[src/hw/rtl/bal_pkg.sv]
// ============================================================================
// bal_pkg - bounded array list shared types
// Opcodes, status codes, controller states and the command/status bundles
// that join the controller to the datapath.
// ============================================================================
package bal_pkg;

    localparam int OPCODE_W = 3;
    localparam int POS_W    = 6;
    localparam int VALUE_W  = 32;
    localparam int STATUS_W = 2;
    localparam int COUNT_W  = 7;

    typedef enum logic [OPCODE_W-1:0] {
        OP_APPEND = 3'd0,
        OP_DUMP   = 3'd1,
        OP_WRITE  = 3'd2,
        OP_CLEAR  = 3'd3,
        OP_REMOVE = 3'd4
    } t_opcode;

    typedef enum logic [STATUS_W-1:0] {
        ST_OK    = 2'd0,
        ST_RANGE = 2'd1,
        ST_FULL  = 2'd2,
        ST_EMPTY = 2'd3
    } t_status;

    typedef enum logic [2:0] {
        S_IDLE,
        S_EXEC,
        S_SH_RD,
        S_SH_WR,
        S_DUMP_RD,
        S_DUMP_EMIT,
        S_RESP
    } t_state;

    typedef enum logic [1:0] {CNT_HOLD, CNT_INC, CNT_DEC, CNT_CLR} t_cnt_op;
    typedef enum logic [1:0] {IDX_HOLD, IDX_POS, IDX_ZERO, IDX_INC} t_idx_op;
    typedef enum logic [1:0] {WR_AT_COUNT, WR_AT_POS, WR_AT_IDX}    t_wr_sel;
    typedef enum logic       {RD_IDX, RD_IDX_NEXT}                  t_rd_sel;
    typedef enum logic       {OUT_SINGLE, OUT_ENTRY}                t_out_kind;

    typedef struct packed {
        logic      in_ready;
        logic      status_ld;
        t_status   status;
        logic      wr_en;
        t_wr_sel   wr_sel;
        t_rd_sel   rd_sel;
        t_cnt_op   cnt_op;
        t_idx_op   idx_op;
        logic      out_ld;
        t_out_kind out_kind;
    } t_dp_cmd;

    typedef struct packed {
        logic               in_valid;
        t_opcode            op;
        logic               full;
        logic               pos_ok;
        logic               empty;
        logic               idx_more;
        logic               idx_last;
        logic               out_free;
        logic [COUNT_W-1:0] count;
    } t_dp_stat;

endpackage

[src/hw/rtl/bal_if.sv]
// ============================================================================
// bal_if - command and response channels
// Valid/ready channels; an item moves on a clock edge with both high.
// ============================================================================
interface bal_cmd_if;
    import bal_pkg::*;

    logic                       valid;
    logic                       ready;
    logic [OPCODE_W-1:0]        opcode;
    logic [POS_W-1:0]           position;
    logic signed [VALUE_W-1:0]  value_in;

    modport source (output valid, output opcode, output position, output value_in,
                    input ready);
    modport sink   (input valid, input opcode, input position, input value_in,
                    output ready);
endinterface

interface bal_rsp_if;
    import bal_pkg::*;

    logic                       valid;
    logic                       ready;
    logic [STATUS_W-1:0]        status;
    logic signed [VALUE_W-1:0]  value_out;
    logic [POS_W-1:0]           entry_index;
    logic [COUNT_W-1:0]         count_now;
    logic                       last;

    modport source (output valid, output status, output value_out, output entry_index,
                    output count_now, output last, input ready);
    modport sink   (input valid, input status, input value_out, input entry_index,
                    input count_now, input last, output ready);
endinterface

[src/hw/rtl/bounded_array_list_engine.sv]
// ============================================================================
// bounded_array_list_engine - bounded ordered list of signed words
// Top level: sequencer plus datapath around a DEPTH-entry store.
// ============================================================================
// An ordered list of up to DEPTH signed 32-bit values kept in a one-write,
// one-read RAM with a count. Each command item is taken only while the
// sequencer is idle; a finished response may still sit in the output
// register meanwhile. Append, write at index and clear are taken, executed,
// and then load their response. Remove at index p moves every later entry
// down through the single RAM read port, each with a read and then a write
// back, plus one final read check before the count drops. For a list of n
// entries a dump gives n response items, last set on the final one; an
// empty dump gives one item with the empty status. Opcodes 5 to 7 are
// dropped without a response. Entries at or above the count are never
// read, so the store needs no clearing after reset.
// ============================================================================
module bounded_array_list_engine #(
    parameter int DEPTH = 64
) (
    input  logic      i_clk,
    input  logic      i_rst_n,
    bal_cmd_if.sink   i_cmd,
    bal_rsp_if.source o_rsp
);
    import bal_pkg::*;

    t_dp_cmd  ctl_cmd;
    t_dp_stat dp_stat;

    // sequencer: decode and step the operation
    bal_ctrl u_ctrl (
        .i_clk   (i_clk),
        .i_rst_n (i_rst_n),
        .i_stat  (dp_stat),
        .o_cmd   (ctl_cmd)
    );

    // datapath: item registers, count, walk index, store, response register
    bal_dp #(
        .DEPTH (DEPTH)
    ) u_dp (
        .i_clk   (i_clk),
        .i_rst_n (i_rst_n),
        .i_cmd   (i_cmd),
        .o_rsp   (o_rsp),
        .i_ctl   (ctl_cmd),
        .o_stat  (dp_stat)
    );

`ifndef SYNTHESIS
    // the count never passes the store depth
    a_count_bound: assert property (@(posedge i_clk) disable iff (!i_rst_n)
        dp_stat.count <= COUNT_W'(DEPTH))
        else $error("entry count above depth");

    // a response is loaded only when the output register can take it
    a_out_free: assert property (@(posedge i_clk) disable iff (!i_rst_n)
        ctl_cmd.out_ld |-> dp_stat.out_free)
        else $error("response register overwritten");

    // no store write while a new item is taken
    a_no_wr_on_take: assert property (@(posedge i_clk) disable iff (!i_rst_n)
        (i_cmd.valid && i_cmd.ready) |-> !ctl_cmd.wr_en)
        else $error("store write during item take");

    // a clear empties the list through its execute state
    a_clear_empties: assert property (@(posedge i_clk) disable iff (!i_rst_n)
        (i_cmd.valid && i_cmd.ready && i_cmd.opcode == OP_CLEAR)
            |=> ##1 (dp_stat.count == '0))
        else $error("clear left entries");
`endif
endmodule

[src/hw/rtl/bal_ram.sv]
// ============================================================================
// bal_ram - generic simple dual-port RAM
// One write port, one read port with registered read data.
// ============================================================================
module bal_ram #(
    parameter int  WIDTH = 32,
    parameter int  DEPTH = 64,
    localparam int AW    = (DEPTH > 1) ? $clog2(DEPTH) : 1
) (
    input  logic             i_clk,
    input  logic             i_we,
    input  logic [AW-1:0]    i_waddr,
    input  logic [WIDTH-1:0] i_wdata,
    input  logic [AW-1:0]    i_raddr,
    output logic [WIDTH-1:0] o_rdata
);
    logic [WIDTH-1:0] r_mem [DEPTH];
    logic [WIDTH-1:0] r_rdata;

    always_ff @(posedge i_clk) begin
        if (i_we) begin
            r_mem[i_waddr] <= i_wdata;
        end
        r_rdata <= r_mem[i_raddr];
    end

    assign o_rdata = r_rdata;
endmodule

[src/hw/rtl/bal_ctrl.sv]
// ============================================================================
// bal_ctrl - list operation sequencer
// Decodes the held item and steps the datapath through updates, shifts
// and dumps.
// ============================================================================
module bal_ctrl (
    input  logic             i_clk,
    input  logic             i_rst_n,
    input  bal_pkg::t_dp_stat i_stat,
    output bal_pkg::t_dp_cmd  o_cmd
);
    import bal_pkg::*;

    t_state r_state;
    t_state n_state;

    always_ff @(posedge i_clk) begin
        if (!i_rst_n) begin
            r_state <= S_IDLE;
        end else begin
            r_state <= n_state;
        end
    end

    // next state
    always_comb begin
        n_state = r_state;
        unique case (r_state)
            S_IDLE: begin
                if (i_stat.in_valid) n_state = S_EXEC;
            end
            S_EXEC: begin
                unique case (i_stat.op)
                    OP_APPEND, OP_WRITE, OP_CLEAR: n_state = S_RESP;
                    OP_DUMP:   n_state = i_stat.empty  ? S_RESP  : S_DUMP_RD;
                    OP_REMOVE: n_state = i_stat.pos_ok ? S_SH_RD : S_RESP;
                    default:   n_state = S_IDLE;
                endcase
            end
            S_SH_RD: begin
                n_state = i_stat.idx_more ? S_SH_WR : S_RESP;
            end
            S_SH_WR: begin
                n_state = S_SH_RD;
            end
            S_DUMP_RD: begin
                n_state = S_DUMP_EMIT;
            end
            S_DUMP_EMIT: begin
                if (i_stat.out_free) n_state = i_stat.idx_last ? S_IDLE : S_DUMP_RD;
            end
            S_RESP: begin
                if (i_stat.out_free) n_state = S_IDLE;
            end
            default: n_state = S_IDLE;
        endcase
    end

    // datapath commands
    always_comb begin
        o_cmd.in_ready  = 1'b0;
        o_cmd.status_ld = 1'b0;
        o_cmd.status    = ST_OK;
        o_cmd.wr_en     = 1'b0;
        o_cmd.wr_sel    = WR_AT_COUNT;
        o_cmd.rd_sel    = RD_IDX;
        o_cmd.cnt_op    = CNT_HOLD;
        o_cmd.idx_op    = IDX_HOLD;
        o_cmd.out_ld    = 1'b0;
        o_cmd.out_kind  = OUT_SINGLE;
        unique case (r_state)
            S_IDLE: begin
                o_cmd.in_ready = 1'b1;
            end
            S_EXEC: begin
                o_cmd.status_ld = 1'b1;
                unique case (i_stat.op)
                    OP_APPEND: begin
                        if (i_stat.full) begin
                            o_cmd.status = ST_FULL;
                        end else begin
                            o_cmd.wr_en  = 1'b1;
                            o_cmd.wr_sel = WR_AT_COUNT;
                            o_cmd.cnt_op = CNT_INC;
                        end
                    end
                    OP_WRITE: begin
                        if (i_stat.pos_ok) begin
                            o_cmd.wr_en  = 1'b1;
                            o_cmd.wr_sel = WR_AT_POS;
                        end else begin
                            o_cmd.status = ST_RANGE;
                        end
                    end
                    OP_CLEAR: begin
                        o_cmd.cnt_op = CNT_CLR;
                    end
                    OP_DUMP: begin
                        if (i_stat.empty) o_cmd.status = ST_EMPTY;
                        o_cmd.idx_op = IDX_ZERO;
                    end
                    OP_REMOVE: begin
                        if (i_stat.pos_ok) begin
                            o_cmd.idx_op = IDX_POS;
                        end else begin
                            o_cmd.status = ST_RANGE;
                        end
                    end
                    default: o_cmd.status_ld = 1'b0;
                endcase
            end
            S_SH_RD: begin
                if (i_stat.idx_more) begin
                    o_cmd.rd_sel = RD_IDX_NEXT;
                end else begin
                    o_cmd.cnt_op = CNT_DEC;
                end
            end
            S_SH_WR: begin
                o_cmd.wr_en  = 1'b1;
                o_cmd.wr_sel = WR_AT_IDX;
                o_cmd.idx_op = IDX_INC;
            end
            S_DUMP_RD: begin
                o_cmd.rd_sel = RD_IDX;
            end
            S_DUMP_EMIT: begin
                if (i_stat.out_free) begin
                    o_cmd.out_ld   = 1'b1;
                    o_cmd.out_kind = OUT_ENTRY;
                    if (!i_stat.idx_last) o_cmd.idx_op = IDX_INC;
                end
            end
            S_RESP: begin
                if (i_stat.out_free) begin
                    o_cmd.out_ld   = 1'b1;
                    o_cmd.out_kind = OUT_SINGLE;
                end
            end
            default: o_cmd.in_ready = 1'b0;
        endcase
    end
endmodule

[src/hw/rtl/bal_dp.sv]
// ============================================================================
// bal_dp - list datapath
// Item holding registers, entry count, walk index, entry store and the
// response register.
// ============================================================================
module bal_dp #(
    parameter int DEPTH = 64
) (
    input  logic              i_clk,
    input  logic              i_rst_n,
    bal_cmd_if.sink           i_cmd,
    bal_rsp_if.source         o_rsp,
    input  bal_pkg::t_dp_cmd  i_ctl,
    output bal_pkg::t_dp_stat o_stat
);
    import bal_pkg::*;

    localparam int AW = (DEPTH > 1) ? $clog2(DEPTH) : 1;
    localparam int CW = $clog2(DEPTH + 1);

    t_opcode              r_op;
    logic [POS_W-1:0]     r_pos;
    logic [VALUE_W-1:0]   r_val;
    t_status              r_status;
    logic [CW-1:0]        r_count;
    logic [CW-1:0]        n_count;
    logic [AW-1:0]        r_idx;
    logic [AW-1:0]        n_idx;

    logic                 r_out_valid;
    t_status              r_out_status;
    logic [VALUE_W-1:0]   r_out_value;
    logic [POS_W-1:0]     r_out_index;
    logic [COUNT_W-1:0]   r_out_count;
    logic                 r_out_last;

    logic [COUNT_W-1:0]   count_ext;
    logic [COUNT_W-1:0]   idx_next_ext;
    logic [AW-1:0]        idx_next;
    logic                 in_take;
    logic                 out_free;

    logic                 ram_we;
    logic [AW-1:0]        ram_waddr;
    logic [VALUE_W-1:0]   ram_wdata;
    logic [AW-1:0]        ram_raddr;
    logic [VALUE_W-1:0]   ram_rdata;

    assign count_ext    = COUNT_W'(r_count);
    assign idx_next_ext = COUNT_W'(r_idx) + COUNT_W'(1);
    assign idx_next     = r_idx + AW'(1);
    assign in_take      = i_cmd.valid && i_ctl.in_ready;
    assign out_free     = !r_out_valid || o_rsp.ready;

    assign i_cmd.ready  = i_ctl.in_ready;

    // hold the item
    always_ff @(posedge i_clk) begin
        if (in_take) begin
            r_op  <= t_opcode'(i_cmd.opcode);
            r_pos <= i_cmd.position;
            r_val <= i_cmd.value_in;
        end
        if (i_ctl.status_ld) r_status <= i_ctl.status;
    end

    always_comb begin
        unique case (i_ctl.cnt_op)
            CNT_INC:  n_count = r_count + CW'(1);
            CNT_DEC:  n_count = r_count - CW'(1);
            CNT_CLR:  n_count = '0;
            default:  n_count = r_count;
        endcase
        unique case (i_ctl.idx_op)
            IDX_POS:  n_idx = r_pos[AW-1:0];
            IDX_ZERO: n_idx = '0;
            IDX_INC:  n_idx = idx_next;
            default:  n_idx = r_idx;
        endcase
    end

    always_ff @(posedge i_clk) begin
        if (!i_rst_n) begin
            r_count <= '0;
        end else begin
            r_count <= n_count;
        end
        r_idx <= n_idx;
    end

    // entry store
    always_comb begin
        ram_we = i_ctl.wr_en;
        unique case (i_ctl.wr_sel)
            WR_AT_POS: ram_waddr = r_pos[AW-1:0];
            WR_AT_IDX: ram_waddr = r_idx;
            default:   ram_waddr = r_count[AW-1:0];
        endcase
        ram_wdata = (i_ctl.wr_sel == WR_AT_IDX) ? ram_rdata : r_val;
        ram_raddr = (i_ctl.rd_sel == RD_IDX_NEXT) ? idx_next : r_idx;
    end

    bal_ram #(
        .WIDTH (VALUE_W),
        .DEPTH (DEPTH)
    ) u_store (
        .i_clk   (i_clk),
        .i_we    (ram_we),
        .i_waddr (ram_waddr),
        .i_wdata (ram_wdata),
        .i_raddr (ram_raddr),
        .o_rdata (ram_rdata)
    );

    // response register
    always_ff @(posedge i_clk) begin
        if (!i_rst_n) begin
            r_out_valid <= 1'b0;
        end else if (i_ctl.out_ld) begin
            r_out_valid <= 1'b1;
        end else if (o_rsp.ready) begin
            r_out_valid <= 1'b0;
        end
        if (i_ctl.out_ld) begin
            r_out_count <= count_ext;
            if (i_ctl.out_kind == OUT_ENTRY) begin
                r_out_status <= ST_OK;
                r_out_value  <= ram_rdata;
                r_out_index  <= POS_W'(r_idx);
                r_out_last   <= (idx_next_ext == count_ext);
            end else begin
                r_out_status <= r_status;
                r_out_value  <= '0;
                r_out_index  <= '0;
                r_out_last   <= 1'b1;
            end
        end
    end

    assign o_rsp.valid       = r_out_valid;
    assign o_rsp.status      = r_out_status;
    assign o_rsp.value_out   = $signed(r_out_value);
    assign o_rsp.entry_index = r_out_index;
    assign o_rsp.count_now   = r_out_count;
    assign o_rsp.last        = r_out_last;

    assign o_stat.in_valid = i_cmd.valid;
    assign o_stat.op       = r_op;
    assign o_stat.full     = (r_count == CW'(DEPTH));
    assign o_stat.pos_ok   = ({1'b0, r_pos} < count_ext);
    assign o_stat.empty    = (r_count == '0);
    assign o_stat.idx_more = (idx_next_ext < count_ext);
    assign o_stat.idx_last = (idx_next_ext == count_ext);
    assign o_stat.out_free = out_free;
    assign o_stat.count    = count_ext;
endmodule

[src/flat_wrapper.sv]
// flat-port wrapper written by rule: the top's interface ports become plain ports
module bounded_array_list_engine_flat import bal_pkg::*;
#(
    parameter int DEPTH = 64
)
  (i_clk, i_rst_n, i_cmd_valid, i_cmd_opcode, i_cmd_position, i_cmd_value_in, i_cmd_ready, o_rsp_valid, o_rsp_status, o_rsp_value_out, o_rsp_entry_index, o_rsp_count_now, o_rsp_last, o_rsp_ready);
  bal_cmd_if i_cmd_i ();
  bal_rsp_if o_rsp_i ();
  input  logic i_clk;
  input  logic i_rst_n;
  input wire logic [$bits(i_cmd_i.valid)-1:0] i_cmd_valid;
  input wire logic [$bits(i_cmd_i.opcode)-1:0] i_cmd_opcode;
  input wire logic [$bits(i_cmd_i.position)-1:0] i_cmd_position;
  input wire logic [$bits(i_cmd_i.value_in)-1:0] i_cmd_value_in;
  output wire logic [$bits(i_cmd_i.ready)-1:0] i_cmd_ready;
  output wire logic [$bits(o_rsp_i.valid)-1:0] o_rsp_valid;
  output wire logic [$bits(o_rsp_i.status)-1:0] o_rsp_status;
  output wire logic [$bits(o_rsp_i.value_out)-1:0] o_rsp_value_out;
  output wire logic [$bits(o_rsp_i.entry_index)-1:0] o_rsp_entry_index;
  output wire logic [$bits(o_rsp_i.count_now)-1:0] o_rsp_count_now;
  output wire logic [$bits(o_rsp_i.last)-1:0] o_rsp_last;
  input wire logic [$bits(o_rsp_i.ready)-1:0] o_rsp_ready;
  assign i_cmd_i.valid = i_cmd_valid;
  assign i_cmd_i.opcode = i_cmd_opcode;
  assign i_cmd_i.position = i_cmd_position;
  assign i_cmd_i.value_in = i_cmd_value_in;
  assign i_cmd_ready = i_cmd_i.ready;
  assign o_rsp_valid = o_rsp_i.valid;
  assign o_rsp_status = o_rsp_i.status;
  assign o_rsp_value_out = o_rsp_i.value_out;
  assign o_rsp_entry_index = o_rsp_i.entry_index;
  assign o_rsp_count_now = o_rsp_i.count_now;
  assign o_rsp_last = o_rsp_i.last;
  assign o_rsp_i.ready = o_rsp_ready;
  bounded_array_list_engine #(.DEPTH(DEPTH)) u_core (.i_clk(i_clk), .i_rst_n(i_rst_n), .i_cmd(i_cmd_i), .o_rsp(o_rsp_i));
endmodule
[config.mk]
export PLATFORM = sky130hd
export DESIGN_NAME = bounded_array_list_engine_flat
export DESIGN_NICKNAME = d
export VERILOG_FILES = /design/src/hw/rtl/bal_pkg.sv /design/src/hw/rtl/bal_if.sv /design/src/hw/rtl/bounded_array_list_engine.sv /design/src/hw/rtl/bal_ram.sv /design/src/hw/rtl/bal_ctrl.sv /design/src/hw/rtl/bal_dp.sv /design/src/flat_wrapper.sv
export SDC_FILE = /design/constraint.sdc
export NUM_CORES = 2
export LEC_CHECK = 0
export BUFFER_PORTS_ARGS = -buffer_cell sky130_fd_sc_hd__buf_4
export CORE_MARGIN = 2
export CORE_UTILIZATION = 30
export DETAILED_ROUTE_END_ITERATION = 12
export SETUP_SLACK_MARGIN = 0.3
export SYNTH_ARGS = -nofsm -noshare
export SYNTH_HDL_FRONTEND = slang
export SYNTH_SLANG_ARGS = --single-unit
[constraint.sdc]
create_clock -name i_clk -period 8.4 [get_ports i_clk]
set_clock_uncertainty 0.1 [all_clocks]
set_input_delay 2.1 -clock i_clk [delete_from_list [all_inputs] [get_ports i_clk]]
set_output_delay 2.1 -clock i_clk [all_outputs]
set_load 0.01 [all_outputs]
==> out/metrics.csv <==
metric;value;unit
min_from;u_core.u_dp.count_ext[4]$_SDFFE_PN0P_;
pwr-share-clk;39.0;%
drt_iter0_markers;8206;
met3_usage;5.15;%
grt_overflow;0;
synth.top_cell.area_share;74.2;%
dieWidth;542;um
synth_cell_type_count;78;
cts_made_buffers;217;
core;288000;um^2
outcome;finished with violations;
start_util;30.2;%
ant_nets;0;
synth_common_cells;edfxtp_1, nand2_1, nand3_1, mux2i_1, mux4_2;
violations;max-capacitance violations, max-slew violations;
clock-sinks;2188;
cts_tree;done;
cp_common_cell;a21o_1;
via_per_inst;5.48;
worstPathMaxFanout;20;
grt_pass1_vias;49400;
synth_area_leader_cell;edfxtp_1;
place_hpwl;165000;um
p_int;18500;uW
io_buffers;94;
syn_inst;5346;
area_growth;15.2;%
cts_resized;0;
hold_viol;0;
slowest_stage;nor2_4;
synth.most_common_cell;edfxtp_1;
relSlewSlack;-7.20;%
grt_use_met2;26.8;%
critPathKind;register to register;
die_y;542;um
setup_viol;0;
maxSlewViolCount;5;
required;8.83;ns
synth-edff-count;2145;
p_switching;6300;uW
yosysSeqAreaShare;75.2;%
clkLatencyLatePin;0.85;ns
grt_antenna_before_repair;25;
drv_cap;1;
multi_input_area;20500;um^2
cts_setup_buffers;0;
rsz0062_at_grt;false;
dp.cells;9095;
synthTopCellsByArea;edfxtp_1, mux4_2, nand2_1;
syn_area_per_cell;16.2;um^2
yosys_warnings;0;
cts_root_buf;clkbuf_16;
ys_seq_elements;2188;
tightest_slew;1.60;ns
r2r-start;u_core.u_dp.count_ext[1]$_SDFFE_PN0P_;
syn_area;86800;um^2
seqPwrFrac;50.5;%
utilization;34.7;%
fin_crit_sh;77.5;%
num_vias;52100;
crit_chain;inv_1 -> ha_1 -> a21o_1 -> a21o_1 -> a21o_1 -> a21o_1 -> a21oi_1 -> o21a_1 -> and2_1 -> inv_1 -> ha_2 -> a22oi_1 -> nor2_1 -> a21oi_1 -> nand3_1 -> nor2_4 -> buf_4;
crit_start;u_core.u_dp.count_ext[1]$_SDFFE_PN0P_;
clock.fmax;154;MHz
grt_first_pass_wirelength;382000;um
vdd_ir_drop_max;0.230;mV
stdcell_count;9507;
critPathCaptureType;register;
worst_hold_path_type;register to register;
critPathArrivalTime;6.95;ns
crit_path_start_kind;register;
wl;274000;um
grt_max_degree;118;
ys.flop_type;edfxtp_1;
cts_hold_buf;0;
cts-htree-levels;4;
drtPass1Iterations;8;
p_leak;0.0319;uW
grt_busiest_layer;met2;
syn-num-nets;5412;
routabilityCongestion;0.892;
clk_transition_reported_paths;0.06;ns
fin_crit;6.51;ns
p_per_area;248;nW/um^2
die_area;294000;um^2
fillCellCount;27100;
ioPinCount;95;
clock_path_buffers;3;
fin_tns_setup;0;ns
num_rows;197;
drc;0;
fin_nets;5599;
regArea;65300;um^2
met1_usage;25.6;%
p_comb_share;10.5;%
track_usage;18.1;%
wl_per_cell;28.8;um
power.total;24800;uW
postSynth.asyncResetShare;0;%
drive_gt1_share;16.6;%
crit_path_max_incr_delay;1.10;ns
switching_share;25.4;%
-- sequential cells by signal, summed over array words and instances, names as in the netlist --
register	cells
u_core.u_dp.u_store.r_mem	2048
u_core.u_dp.o_rsp.value_out	32
u_core.u_dp.r_val	32
u_core.u_dp.u_store.o_rdata	32
u_core.u_dp.count_ext	7
u_core.u_dp.o_rsp.count_now	7
u_core.u_dp.o_rsp.entry_index	6
u_core.u_dp.r_idx	6
u_core.u_dp.r_pos	6
u_core.u_ctrl.r_state	3
u_core.u_dp.r_op	3
u_core.u_dp.o_rsp.status	2
u_core.u_dp.r_status	2
u_core.u_dp.o_rsp.last	1
u_core.u_dp.o_rsp.valid	1
-- stage by stage --
stage | hold WS, ns | worst slack (ns) | cell area, um^2
after floorplan | 0.337 | 2.25 | 86800
final | 0.368 | 1.89 | 100000
after global routing | 0.393 | 1.63 | 100000
after global placement | 0.349 | 2.09 | 92900
after detailed placement | 0.353 | 2.05 | 92900
after CTS | 0.369 | 2.01 | 100000
-- per-layer routing --
| layer | wire length (um) | up-vias |
|---|---|---|
| li1 | - | 21500 |
| met1 | 110000 | 26800 |
| met2 | 120000 | 3328 |
| met3 | 35700 | 488 |
| met4 | 8590 | 20 |
| met5 | 119 | - |
-- power by group through the flow --
stage,clock network (uW),registers (uW),logic [uW]
after global routing,10200,12500,2730
after floorplan,0,12700,1520
final,9690,12500,2600
after detailed placement,0,12800,2570
after CTS,9800,12500,2570
after global placement,0,12800,2530
-- cell families (layout without fill, tap and decap cells) --
logic type,Yosys count,after routing,share of synthesized area [%]
AOI/OAI and AO/OA,733,733,5.95
buffers and inverters,339,716,1.94
other,0,3,0
and+or+nand+nor,1564,1564,8.06
muxes,487,487,8.42
adders and majority gates,21,21,0.311
DFF,2188,2188,75.2
xor gates and xnor gates,14,14,0.141
-- layout make-up --
type,count,share of cell area (%)
diodes,3,0.00751
clock buffers,268,5.72
well taps,3781,4.73
inverters,15,0.0563
multi-input cells,2819,20.5
clock inverters,141,1.36
flip-flops and latches,2188,65.3
repair buffers,292,2.33
-- placed cells by master (no fill, tap or decap), drive strengths merged, types with 25 or more instances in the layout --
cell     netlist  layout
mux2i        262     262
mux2          34      34
clkinv         0     103
o22ai         75      75
dfxtp         43      43
a21oi        134     134
o221ai        25      25
nor2         151     151
edfxtp      2145    2145
nand3        266     266
nor3          76      76
nor4          31      31
clkbuf       102     268
a31oi         67      67
a22oi         29      29
mux4         191     191
and2          46      46
o2111ai       27      27
nand2        835     835
o21ai        111     111
nand4         72      72
buf          222     292
a32oi         83      83
-- critical path, delay by kind of cell (launching register included) --
kind,cells,cell delay (ns)
and+or+nand+nor,4,2.20
AOI/OAI and AO/OA,8,2.11
adders and majority gates,2,0.66
buffers and inverters,3,0.58
DFF,1,0.51
-- worst paths after layout --
kind | to | slack, ns | depth (start not counted)
hold / removal | u_core.u_dp.o_rsp.count_now[4]$_DFFE_PP_ | 0.37 | 0
hold reg to reg | u_core.u_dp.o_rsp.count_now[4]$_DFFE_PP_ | 0.37 | 0
setup reg to reg | u_core.u_dp.u_store.r_mem[36][31]$_DFFE_PP_ | 1.89 | 17
setup / recovery | u_core.u_dp.u_store.r_mem[36][31]$_DFFE_PP_ | 1.89 | 17
No activity file was read; power rests on OpenSTA's default activity.
